$ cat config.mk
export PLATFORM = sky130hd
export DESIGN_NAME = bpt_ram
export DESIGN_NICKNAME = d
export VERILOG_FILES = /design/src/hw/rtl/bpt_ram.sv
export SDC_FILE = /design/constraint.sdc
export NUM_CORES = 1
export LEC_CHECK = 0
export BUFFER_PORTS_ARGS = -buffer_cell sky130_fd_sc_hd__buf_2
export CAP_MARGIN = 40
export CORE_ASPECT_RATIO = 1.75
export CORE_MARGIN = 3
export CORE_UTILIZATION = 45
export DETAILED_ROUTE_END_ITERATION = 6
export GPL_TIMING_DRIVEN = 0
export PLACE_DENSITY = 0.69
export SETUP_SLACK_MARGIN = 0.4
export SYNTH_ARGS = -nofsm -noshare
export SYNTH_HDL_FRONTEND = slang
export SYNTH_SLANG_ARGS = --single-unit
$ cat constraint.sdc
create_clock -name i_clk -period 5.2 [get_ports i_clk]
set_clock_uncertainty 0.2 [all_clocks]
set_input_delay 0.26 -clock i_clk [delete_from_list [all_inputs] [get_ports i_clk]]
set_output_delay 0.26 -clock i_clk [all_outputs]
set_load 0.02 [all_outputs]
$ cat src/hw/rtl/bpt_ram.sv
// ----------------------------------------------------------------------------
// bpt_ram
// simple dual-port ram, one write and one read port, registered read data
// ----------------------------------------------------------------------------
`default_nettype none

module bpt_ram #(
    parameter int WIDTH = 8,
    parameter int DEPTH = 64,
    parameter int AW    = (DEPTH > 1) ? $clog2(DEPTH) : 1
) (
    input  wire logic             i_clk,
    input  wire logic             i_we,
    input  wire logic [AW-1:0]    i_waddr,
    input  wire logic [WIDTH-1:0] i_wdata,
    input  wire logic             i_re,
    input  wire logic [AW-1:0]    i_raddr,
    output logic      [WIDTH-1:0] o_rdata
);

    logic [WIDTH-1:0] r_mem [DEPTH];

    always_ff @(posedge i_clk) begin
        if (i_we) begin
            r_mem[i_waddr] <= i_wdata;
        end
        if (i_re) begin
            o_rdata <= r_mem[i_raddr];
        end
    end

endmodule

`default_nettype wire

# Word-level counts from Yosys, hierarchy flattened
# Memory sizes are Yosys's and may differ from the RTL's. A register that Yosys moved wholly into a read port is not among the register bits.
# Index checks and enable logic that the tools add are counted.
dict set report op_classes {
  mux 2
}
# operator count
set op_table {}
lappend op_table {{$mux 1} 2}
dict set report word_totals {
  ff_bits 0
  ram_bits 512
  input_bits 23
  out_inout_bits 8
  word_cells 3
  memories 1
}
# memory words width read_ports rd_clocked_by_memory_dff write_ports line_no
set memory_table {}
lappend memory_table {r_mem 64 8 1 1 1 21} ;# logic [WIDTH-1:0] r_mem [DEPTH];

# Logic depth before layout (Yosys ltp)
# Gate-level depths: netlist of the first run.
dict set report depth {
  depth_word 2
  ltp_mapped 9
  mapped_depth_nobuf 5
}

# Least setup slack after synthesis of the first run
# OpenSTA, ideal clock, no wires.
dict set report synth_timing {
  path_type {input to register}
  start {in i_raddr[1]}
  end {reg o_rdata[3] (read register of r_mem), data pin}
  setup_time_ps 266
  arrival_ps 1800
  t_required_ps 4734
  slack_ps 2934
  stages 7
  n_path_buf 3
  cell_sequence {buf_4 buf_2 buf_2 mux4_2 mux4_2 o21ai_1 o41ai_1}
}
# item line_no
set synth_rtl {}
lappend synth_rtl {{start: declaration} 17} ;# input wire logic [AW-1:0] i_raddr,
lappend synth_rtl {{end: declaration} 18} ;# output logic [WIDTH-1:0] o_rdata

==> results of run 1 <==
## Yosys cell counts
library cell | count | share of area (%)
nand2b_1 | 7 | 0.22
o311ai_1 | 1 | 0.043
o32ai_1 | 2 | 0.087
mux2_2 | 13 | 0.72
nor2b_1 | 14 | 0.43
o221a_2 | 2 | 0.11
a22oi_1 | 3 | 0.11
buf_6 | 4 | 0.22
nand3b_1 | 3 | 0.11
and2_1 | 1 | 0.031
clkbuf_1 | 17 | 0.32
o21ai_0 | 2 | 0.049
buf_2 | 11 | 0.27
a31oi_1 | 1 | 0.031
mux2i_1 | 23 | 1.1
nand4_1 | 2 | 0.062
buf_12 | 2 | 0.20
nand3_1 | 13 | 0.32
a221oi_1 | 6 | 0.26
nand4b_1 | 1 | 0.043
a21oi_1 | 3 | 0.074
nor2_1 | 83 | 1.5
a2111oi_0 | 2 | 0.087
o41ai_1 | 2 | 0.087
buf_4 | 13 | 0.48
or3_1 | 1 | 0.031
o22ai_1 | 8 | 0.25
o21ai_1 | 2 | 0.049
o221ai_1 | 8 | 0.35
o21a_1 | 2 | 0.074
o2bb2ai_1 | 3 | 0.13
a211oi_1 | 4 | 0.15
nand2_1 | 19 | 0.35
buf_1 | 4 | 0.074
edfxtp_1 | 520 | 77
nor3_1 | 7 | 0.17
mux4_2 | 126 | 14
o2111ai_1 | 3 | 0.13
nor4_1 | 2 | 0.062
## area by class of cell
type                            instances  area [um^2]  share of cell area (%)
Tap cell                              572          716                    3.14
Multi-Input combinational cell        369         4320                    18.9
Timing Repair Buffer                   51          468                    2.05
Sequential cell                       520        15600                    68.5
Buffer                                 51          317                    1.39
Clock inverter                         21          208                   0.911
Clock buffer                           53         1160                    5.07
## worst reg2reg max path, cell delays in order, from the launching register on
cell and delay (ns):
edfxtp_1 0.38, mux4_2 0.50, mux2_2 0.33, o221a_2 0.30, nor3_1 0.21, o32ai_1 0.17
## worst min-delay path by stage
stage / depth (start not counted) / slack (ns) / endpoint / from
3_5_place_dp: 1 / 0.41 / o_rdata[5]$_DFFE_PP_ / i_re
5_1_grt: 1 / 0.04 / r_mem[10][2]$_DFFE_PP_ / i_wdata[2]
4_1_cts: 1 / 0.005 / r_mem[10][2]$_DFFE_PP_ / i_wdata[2]
6_report: 1 / 0.03 / r_mem[10][2]$_DFFE_PP_ / i_wdata[2]
2_1_floorplan: 0 / 0.16 / r_mem[0][0]$_DFFE_PP_ / i_wdata[0]
3_3_place_gp: 1 / 0.39 / o_rdata[5]$_DFFE_PP_ / i_re
## sequential cells by signal, indices dropped and copies added, names as in the netlist
| register | count |
|---|---|
| o_rdata | 8 |
| r_mem | 512 |
## power by group
part / total [uW] / switching [uW] / internal, uW
combinational: 491 / 310 / 181
clock: 3210 / 1430 / 1780
sequential: 4650 / 7.47 / 4640
total: 8360 / 1750 / 6610
## stage by stage
stage | setup WS [ns] | util (%) | hold WS [ns]
floorplan | 2.93 | - | 0.159
global placement | 2.02 | 47.4 | 0.386
detailed placement | 1.99 | 48.1 | 0.405
CTS | 2.55 | 51.3 | 0.00461
global route | 2.46 | 51.3 | 0.0375
finish | 2.44 | 51.3 | 0.0336
## cell families (layout without fill, tap and decap cells)
group                  count (synthesis)  in the layout  synth area share [%]
and+or+nand+nor                      153            153                  3.37
AOI/OAI and AO/OA                     54             54                  2.06
buffers and inverters                 51            176                  1.56
muxes                                162            162                  15.9
DFF                                  520            520                  77.1
## repair_timing
item,4_1_cts,5_1_grt
setup endpoints to repair,0,0
hold endpoints to repair,78,0
hold buffers,7,0
resized for setup,0,0
## routing by layer
metal	vias to the layer above	share of wire (%)	global-route usage [%]
met4	0	8.0	13.8
met2	475	54	38.1
li1	4124	-	-
met3	162	5.6	2.59
met1	5084	32	22.3
met5	-	0	0
==> run_results.csv, run 1 <==
group,metric,value,unit
run_status,status,"finished, final reports clean",
worst_setup_path,startpoint,"i_raddr[2]",
worst_setup_path,critical_path.endpoint,"o_rdata[3]$_DFFE_PP_",
timing,hold_violations,0,
finish,drive_gt1_share,25.7,%
timing,fin_setup_tns,0,ns
worst_setup_path,cp_slowest_cell,"clkbuf_1",
floorplanning,placeableCoreArea,0.0444,mm^2
timing,fin_crit,2.76,ns
floorplanning,die_x,166,um
synth,synthesis.area,0.0202,mm^2
detailed_routing,num_vias,9845,
timing,max_clock_freq,0.362,GHz
worst_setup_path,critPathMaxFanout,10,
worst_setup_path,crit_arrival,2.83,ns
global_routing,antenna_found_initial,0,
finish,area_growth_syn_to_layout,12.6,%
placed_design,dp.cells,1555,
worst_setup_path,rr_endpoint,"o_rdata[4]$_DFFE_PP_",
worst_setup_path,path_class,"in -> reg",
finish,final_common_cell,"edfxtp_1",
floorplanning,die_y,287,um
worst_setup_path,reg2reg_depth,5,
clock_network,cts_sinks,520,
detailed_routing,dr.pass1.iters,5,
finish,most-common-layout-cells,"edfxtp_1, mux4_2, nor2_1, clkbuf_16, buf_2",
worst_setup_path,setup.worst_path.start_class,"input port",
worst_setup_path,required,5.27,ns
clock_network,cts_max_level,2,
synth,synth_cell_types,39,
clock_network,post-cts-setup-buffer-count,0,
finish,n_fill_cell,3420,
worst_setup_path,cp_num_cells,8,
run,cap_viol_max_count,0,
timing,setup_violations,0,
clock_network,cts_root_buf,"clkbuf_16",
global_routing,grt_start_max_net_pins,53,
clock_network,insertion_delay,0.55,ns
clock_network,cts_made_buffers,43,
worst_setup_path,rr_startpoint,"r_mem[28][4]$_DFFE_PP_",
synth,syn-num-nets,963,
synth,synth-seq-cells,520,
synth,yosys_warnings,0,
detailed_routing,viasPerCell,6.01,
worst_setup_path,end_kind,"flop",
clock_network,clockBufferDepth,3,
finish,nNetsFinal,1059,
floorplanning,initial_core_util,45.6,%
clock_network,tritoncts,"yes",
timing,grt_setup_unrepaired,"no",
worst_setup_path,critPathBufInv,4,
finish,insertedDiodeCount,0,
synth,synth_seq_area_share,77.1,%
timing,slew-limit-headroom,35.0,%
global_routing,grt.overflow.total,0,
placed_design,dp_hpwl,34300,um
timing,worst_pin_slew,0.975,ns
placed_design,dpl-instance-area,0.0214,mm^2
timing,maxSlewViolCount,0,
finish,final_area,0.0228,mm^2
power_and_ir_drop,power_leakage,0.00708,uW
floorplanning,rows,102,
detailed_routing,routed_wl,49300,um
power_and_ir_drop,vdd_drop_max,0.222,mV
detailed_routing,drt_iter0_drc,1143,
detailed_routing,post_drt_wl_per_cell,30.1,um
worst_setup_path,critPathMaxStageDelay,0.67,ns
worst_setup_path,reg2reg_slack,2.84,ns
global_routing,grt_pass1_vias,10400,
placed_design,place_congestion,0.935,
floorplanning,die_area,0.0477,mm^2
hold_path,worstHoldPathType,"in -> reg",
clock_network,clk_pin_slew,0.07,ns
floorplanning,io_pins,31,
timing,period_share,53.1,%
finish,finalNonFillerCells,1637,
detailed_routing,route.detailed.drc,0,
synth,synth_cells,940,
global_routing,grt_pass1_wl,71100,um
worst_setup_path,cp_cell_sequence,"buf_2, buf_4, clkbuf_1, buf_2, mux2i_1, a21oi_1, o21ai_1, o41ai_1",
placed_design,io_buffers,22,
worst_setup_path,cp_top_family,"buffers and inverters",
detailed_routing,detail-route-antenna-nets,0,
global_routing,grtUsageTotal,20.8,%
worst_setup_path,cp_common_cell,"buf_2",
power_and_ir_drop,p_total,8360,uW
power_and_ir_drop,powerDensity,367,mW/mm^2
synth,avgSynthCellArea,21.5,um^2
Power figures use the tool's default switching activity.
==> inputs of run 2 (changes only) <==
- ABC_AREA: unset -> 1
- clock period: 5.2 -> 2.65 ns (I/O delays scaled with it)
==> run 2 against run 1 <==
Compared with the run above: non-clock buffer count increased by 64; sequential cell count did not move; critical path type unchanged; design area up 6.2%; largest power group unchanged; first-iteration DRC count is 27% higher; critical endpoint is now r_mem[11][0]$_DFFE_PP_; die area increased by 5.6%.
==> run_results.csv, run 2 <==
group,metric,value,unit
run_status,status,"finished, final reports clean",
finish,insertedDiodeCount,0,
timing,grt_setup_unrepaired,"yes",
clock_network,cts_made_buffers,43,
detailed_routing,detail-route-antenna-nets,0,
synth,async_reset_ff_share,0,%
worst_setup_path,crit_arrival,2.31,ns
clock_network,cts_root_buf,"clkbuf_16",
floorplanning,die_x,171,um
synth,yosys_most_used_dff,"edfxtp_1",
finish,multi_input_area,0.00503,mm^2
finish,most-common-layout-cells,"nand2_1, edfxtp_1, nand3_1, buf_2, clkbuf_16",
synth,synth_top_cell_by_area,"edfxtp_1",
clock_network,cts_sinks,520,
detailed_routing,routed_wl,62800,um
synth,synth_seq_area_share,72.9,%
finish,final_common_cell,"nand2_1",
global_routing,grt_pass1_vias,14300,
hold_path,hold_start,"i_waddr[2]",
floorplanning,rows,105,
hold_path,worstHoldPathType,"in -> reg",
finish,nNetsFinal,1926,
finish,layout.area.seq,0.0156,mm^2
synth,synth_cell_types,15,
clock_network,clk_pin_slew,0.07,ns
timing,worst_pin_slew,0.937,ns
finish,area_growth_syn_to_layout,13.0,%
global_routing,grtUsageTotal,25.0,%
worst_setup_path,rr_startpoint,"r_mem[59][4]$_DFFE_PP_",
worst_setup_path,critPathMaxFanout,9,
timing,slew-limit-headroom,37.6,%
synth,avgSynthCellArea,11.9,um^2
power_and_ir_drop,vdd_drop_max,0.376,mV
placed_design,dpl-instance-area,0.0226,mm^2
timing,setup_slack,0.325,ns
global_routing,grt_start_max_net_pins,43,
floorplanning,placeableCoreArea,0.0470,mm^2
synth,synthesis.area,0.0214,mm^2
power_and_ir_drop,power_leakage,0.00873,uW
finish,regMostFlops,"r_mem",
finish,n_fill_cell,3940,
synth,synth_edf_count,520,
clock_network,cts_max_level,2,
finish,largest_reg_flops,512,
floorplanning,die_area,0.0504,mm^2
detailed_routing,post_drt_wl_per_cell,24.9,um
worst_setup_path,end_kind,"flop",
timing,fin_crit,2.32,ns
global_routing,antenna_found_initial,0,
timing,whs,0.135,ns
clock_network,clockBufferDepth,3,
power_and_ir_drop,p_total,17100,uW
detailed_routing,num_vias,14700,
worst_setup_path,cp_slowest_cell,"nor2_1",
worst_setup_path,setup.worst_path.start_class,"input port",
synth,synth_cells,1805,
timing,period_share,87.7,%
clock_network,insertion_delay,0.57,ns
placed_design,pre_cts_slack,-0.123,ns
timing,max_clock_freq,0.430,GHz
placed_design,dp_hpwl,44900,um
worst_setup_path,critPathMaxStageDelay,0.93,ns
detailed_routing,route.detailed.drc,0,
placed_design,io_buffers,22,
worst_setup_path,startpoint,"i_waddr[2]",
global_routing,grt_pass1_wl,91600,um
floorplanning,die_y,295,um
synth,synth_top_area_share,72.9,%
detailed_routing,drt_iter0_drc,1446,
finish,drive_gt1_share,11.4,%
synth,synth_area_leaders,"edfxtp_1, nand2_1, nand3_1",
floorplanning,initial_core_util,45.5,%
synth,synth_common_cells,"nand2_1, edfxtp_1, nand3_1, nor2_1, buf_2",
clock_network,tritoncts,"yes",
timing,setup_violations,0,
power_and_ir_drop,powerDensity,707,mW/mm^2
worst_setup_path,cp_cell_sequence,"clkbuf_1, inv_1, nand4_1, nor2_1",
synth,synth-seq-cells,520,
detailed_routing,dr.pass1.iters,6,
worst_setup_path,path_class,"in -> reg",
finish,reg.largest.list,"r_mem: 512 flops, o_rdata: 8 flops",
global_routing,grt.overflow.total,0,
synth,yosys.cell_count.top_type,"nand2_1",
timing,maxSlewViolCount,0,
run,cap_viol_max_count,0,
synth,yosys_warnings,0,
placed_design,place_congestion,1.03,
timing,hold_violations,0,
floorplanning,io_pins,31,
worst_setup_path,required,2.63,ns
finish,final_area,0.0242,mm^2
detailed_routing,viasPerCell,5.81,
synth,syn-num-nets,1828,
[run 2: cell count changes after synthesis, sizes merged, moves of 7 or more]
cell / change
buf: +64
mux2i: -23
mux2: -13
o221ai: -8
inv: +12
mux4: -126
nand2b: -7
nor2: -27
nor3: -7
nand4: +7
nor2b: -14
nand3: +426
o22ai: -8
nand2: +629
[run 2: cell families (layout without fill, tap and decap cells)]
| family | count (synthesis) | in the layout | share of synthesized area (%) |
|---|---|---|---|
| buffers and inverters | 125 | 257 | 4.01 |
| and+or+nand+nor | 1160 | 1160 | 23.1 |
| DFF | 520 | 520 | 72.9 |
[run 2: worst paths after layout]
check	to	slack (ns)	cells after the start
worst min register to register	o_rdata[0]$_DFFE_PP_	0.80	8
worst min-delay path	r_mem[50][2]$_DFFE_PP_	0.13	2
worst max register to register	o_rdata[4]$_DFFE_PP_	0.85	8
worst max-delay path	r_mem[11][0]$_DFFE_PP_	0.33	4
[run 2: what timing repair did]
item                                   CTS  global route
resized for setup                        0            14
endpoints found under the hold margin  216             0
hold buffers                            11             0
setup endpoints to repair                0           142
setup buffers                            0             0
[run 2: per-layer routing]
metal | GRT usage (%) | vias to the layer above | wire [um]
li1 | - | 6548 | -
met1 | 28.3 | 7118 | 21400
met2 | 42.5 | 772 | 31700
met3 | 3.03 | 232 | 3950
met4 | 19.5 | 0 | 5820
met5 | 0 | - | 0
[run 2: through the flow]
step	TNS [ns]	utilization, %	std cells
floorplan	0	-	1805
global placement	-18.72	47.3	2415
detailed placement	-10.35	48.0	2435
CTS	0	51.4	2525
global route	0	51.5	2525
finish	0	51.5	2525
[run 2: area by class of cell]
cell class / instances / share of cell area, %
inverters: 12 / 0.207
repair buffers: 53 / 2.03
plain buffers: 113 / 3.34
flip-flops and latches: 520 / 64.5
multi-input cells: 1160 / 20.8
clock inverters: 30 / 1.36
well taps: 588 / 3.04
clock buffers: 49 / 4.71
[run 2: critical path, delay by kind of cell]
kind / cells / cell delay (ns)
buf+inv: 2 / 0.53
simple gates: 2 / 1.64
[run 2: power breakdown]
| group | leakage [uW] | internal, uW | switching [uW] |
|---|---|---|---|
| clock | 0.000719 | 3790 | 2910 |
| combinational | 0.00333 | 345 | 946 |
| sequential | 0.00469 | 9110 | 16.1 |
| total | 0.00873 | 13300 | 3870 |
==> inputs of run 3 (changes only) <==
- PLACE_DENSITY: 0.69 -> unset
==> run 3 against run 2 <==
Compared with the run above: the flow now finishes with violations (hold timing); fmax rose by 1.1%; non-clock buffer count rose by 17; global-route usage rose by 0.97 points; sequential power barely moved; combinational power barely moved; register-to-register slack barely moved; sequential share of layout area fell by 0.23 points; first-iteration DRC count fell by 0.48%; setup slack improved by 0.025 ns.
==> run_results.csv, run 3 (synthesis gave the netlist of run 2 again) <==
group,metric,value,unit
clock_network,post-cts-setup-buffer-count,0,
worst_setup_path,rr_startpoint,"r_mem[24][5]$_DFFE_PP_",
global_routing,grtUsageTotal,26.0,%
worst_setup_path,cp_cell_sequence,"clkbuf_1, inv_1, nand4_1, nor2_1",
floorplanning,die_y,295,um
placed_design,io_buffers,22,
clock_network,cts_root_buf,"clkbuf_16",
detailed_routing,routed_wl,65100,um
hold_path,worstHoldPathType,"in -> reg",
clock_network,insertion_delay,0.56,ns
timing,whs,-0.0119,ns
floorplanning,initial_core_util,45.5,%
placed_design,place_congestion,0.990,
clock_network,tritoncts,"yes",
clock_network,cts_max_level,2,
finish,insertedDiodeCount,0,
hold_path,hold_start,"i_wdata[1]",
detailed_routing,route.detailed.drc,0,
timing,fin_crit,2.30,ns
detailed_routing,num_vias,14400,
power_and_ir_drop,powerDensity,707,mW/mm^2
finish,largest_reg_flops,512,
worst_setup_path,path_class,"in -> reg",
run_status,violations,"hold timing",
timing,grt_setup_unrepaired,"yes",
finish,reg.largest.list,"r_mem: 512 flops, o_rdata: 8 flops",
floorplanning,io_pins,31,
worst_setup_path,critPathMaxFanout,9,
worst_setup_path,critPathMaxStageDelay,0.92,ns
worst_setup_path,required,2.62,ns
timing,setup_slack,0.350,ns
power_and_ir_drop,vdd_drop_max,0.392,mV
worst_setup_path,cp_top_family,"simple AND/OR/NAND/NOR gates",
placed_design,pre_cts_slack,-0.118,ns
power_and_ir_drop,power_leakage,0.00883,uW
worst_setup_path,end_kind,"flop",
worst_setup_path,crit_arrival,2.27,ns
finish,final_common_cell,"nand2_1",
clock_network,cts_made_buffers,45,
detailed_routing,detail-route-antenna-nets,0,
placed_design,dp.cells,2455,
detailed_routing,viasPerCell,5.66,
placed_design,dp_hpwl,46500,um
clock_network,clockBufferDepth,3,
run,cap_viol_max_count,0,
detailed_routing,drt_iter0_drc,1439,
clock_network,clk_pin_slew,0.06,ns
finish,most-common-layout-cells,"nand2_1, edfxtp_1, nand3_1, buf_2, nor2_1",
global_routing,antenna_found_initial,0,
timing,worst_pin_slew,0.906,ns
detailed_routing,post_drt_wl_per_cell,25.6,um
finish,drive_gt1_share,11.8,%
finish,nNetsFinal,1945,
floorplanning,die_area,0.0504,mm^2
detailed_routing,dr.pass1.iters,5,
timing,max_clock_freq,0.435,GHz
run_status,status,"complete, but fails checks",
clock_network,cts_sinks,520,
finish,regMostFlops,"r_mem",
finish,area_growth_syn_to_layout,13.4,%
global_routing,grt_pass1_vias,14200,
floorplanning,die_x,171,um
timing,slew-limit-headroom,39.6,%
finish,final_area,0.0243,mm^2
worst_setup_path,critPathBufInv,2,
floorplanning,placeableCoreArea,0.0470,mm^2
power_and_ir_drop,p_total,17200,uW
global_routing,grt_pass1_wl,93700,um
timing,maxSlewViolCount,0,
global_routing,grt.overflow.total,0,
timing,hold_violations,3,
worst_setup_path,startpoint,"i_waddr[2]",
placed_design,dpl-instance-area,0.0227,mm^2
floorplanning,rows,105,
timing,period_share,86.8,%
global_routing,grt_start_max_net_pins,65,
timing,setup_violations,0,
worst_setup_path,setup.worst_path.start_class,"input port",
finish,finalNonFillerCells,2544,
finish,n_fill_cell,4072,
worst_setup_path,cp_slowest_cell,"nor2_1",
run 3: cell type report:
class                      count  area, um^2  share of cell area (%)
sequential                   520       15600                    64.3
multi-input combinational   1160        5000                    20.6
clock buffer                  50        1140                    4.71
buffer                       113         808                    3.33
tap                          588         736                    3.03
timing repair buffer          70         587                    2.42
clock inverter                31         343                    1.41
inverter                      12        50.0                   0.206
run 3: per-stage QoR:
stage | utilization [%] | hold WS (ns) | setup TNS [ns]
6_report | 51.6 | -0.0119 | 0
5_1_grt | 51.6 | 0.0339 | 0
4_1_cts | 51.6 | 0.0135 | 0
3_5_place_dp | 48.3 | 0.339 | -5.19
3_3_place_gp | 47.3 | 0.330 | -15.68
2_1_floorplan | - | 0.0314 | 0
run 3: layer usage:
| layer | vias up | global-route usage, % | wire, um |
|---|---|---|---|
| met5 | - | 0 | 0 |
| met4 | 0 | 16.6 | 5010 |
| met3 | 189 | 3.15 | 3570 |
| met2 | 607 | 47.1 | 34600 |
| met1 | 7017 | 28.3 | 21900 |
| li1 | 6598 | - | - |
run 3: timing repair:
item	in CTS	in global routing
endpoints found under the setup margin	0	51
hold endpoints to repair	171	0
hold buffers	8	0
gates resized for setup	0	3
run 3: worst register-to-register path, stage by stage (launching register included):
cell      delay (ns)
edfxtp_1        0.37
nand2_1         0.08
nand3_1         0.18
nand3_1         0.13
nand2_1         0.11
nand2_1         0.07
nand3_1         0.13
nand3_1         0.18
nand2_1         0.10
run 3: worst paths after layout:
check                           end  slack (ns)  depth (start not counted)
min          r_mem[56][1]$_DFFE_PP_       -0.01                          1
max reg2reg    o_rdata[5]$_DFFE_PP_        0.85                          8
min reg2reg    o_rdata[0]$_DFFE_PP_        0.76                          8
max           r_mem[3][5]$_DFFE_PP_        0.35                          4
run 3: power by group:
group	internal (uW)	total, uW	switching (uW)
sequential	9110	9130	15.3
combinational	338	1280	939
clock	3820	6760	2940
total	13300	17200	3900
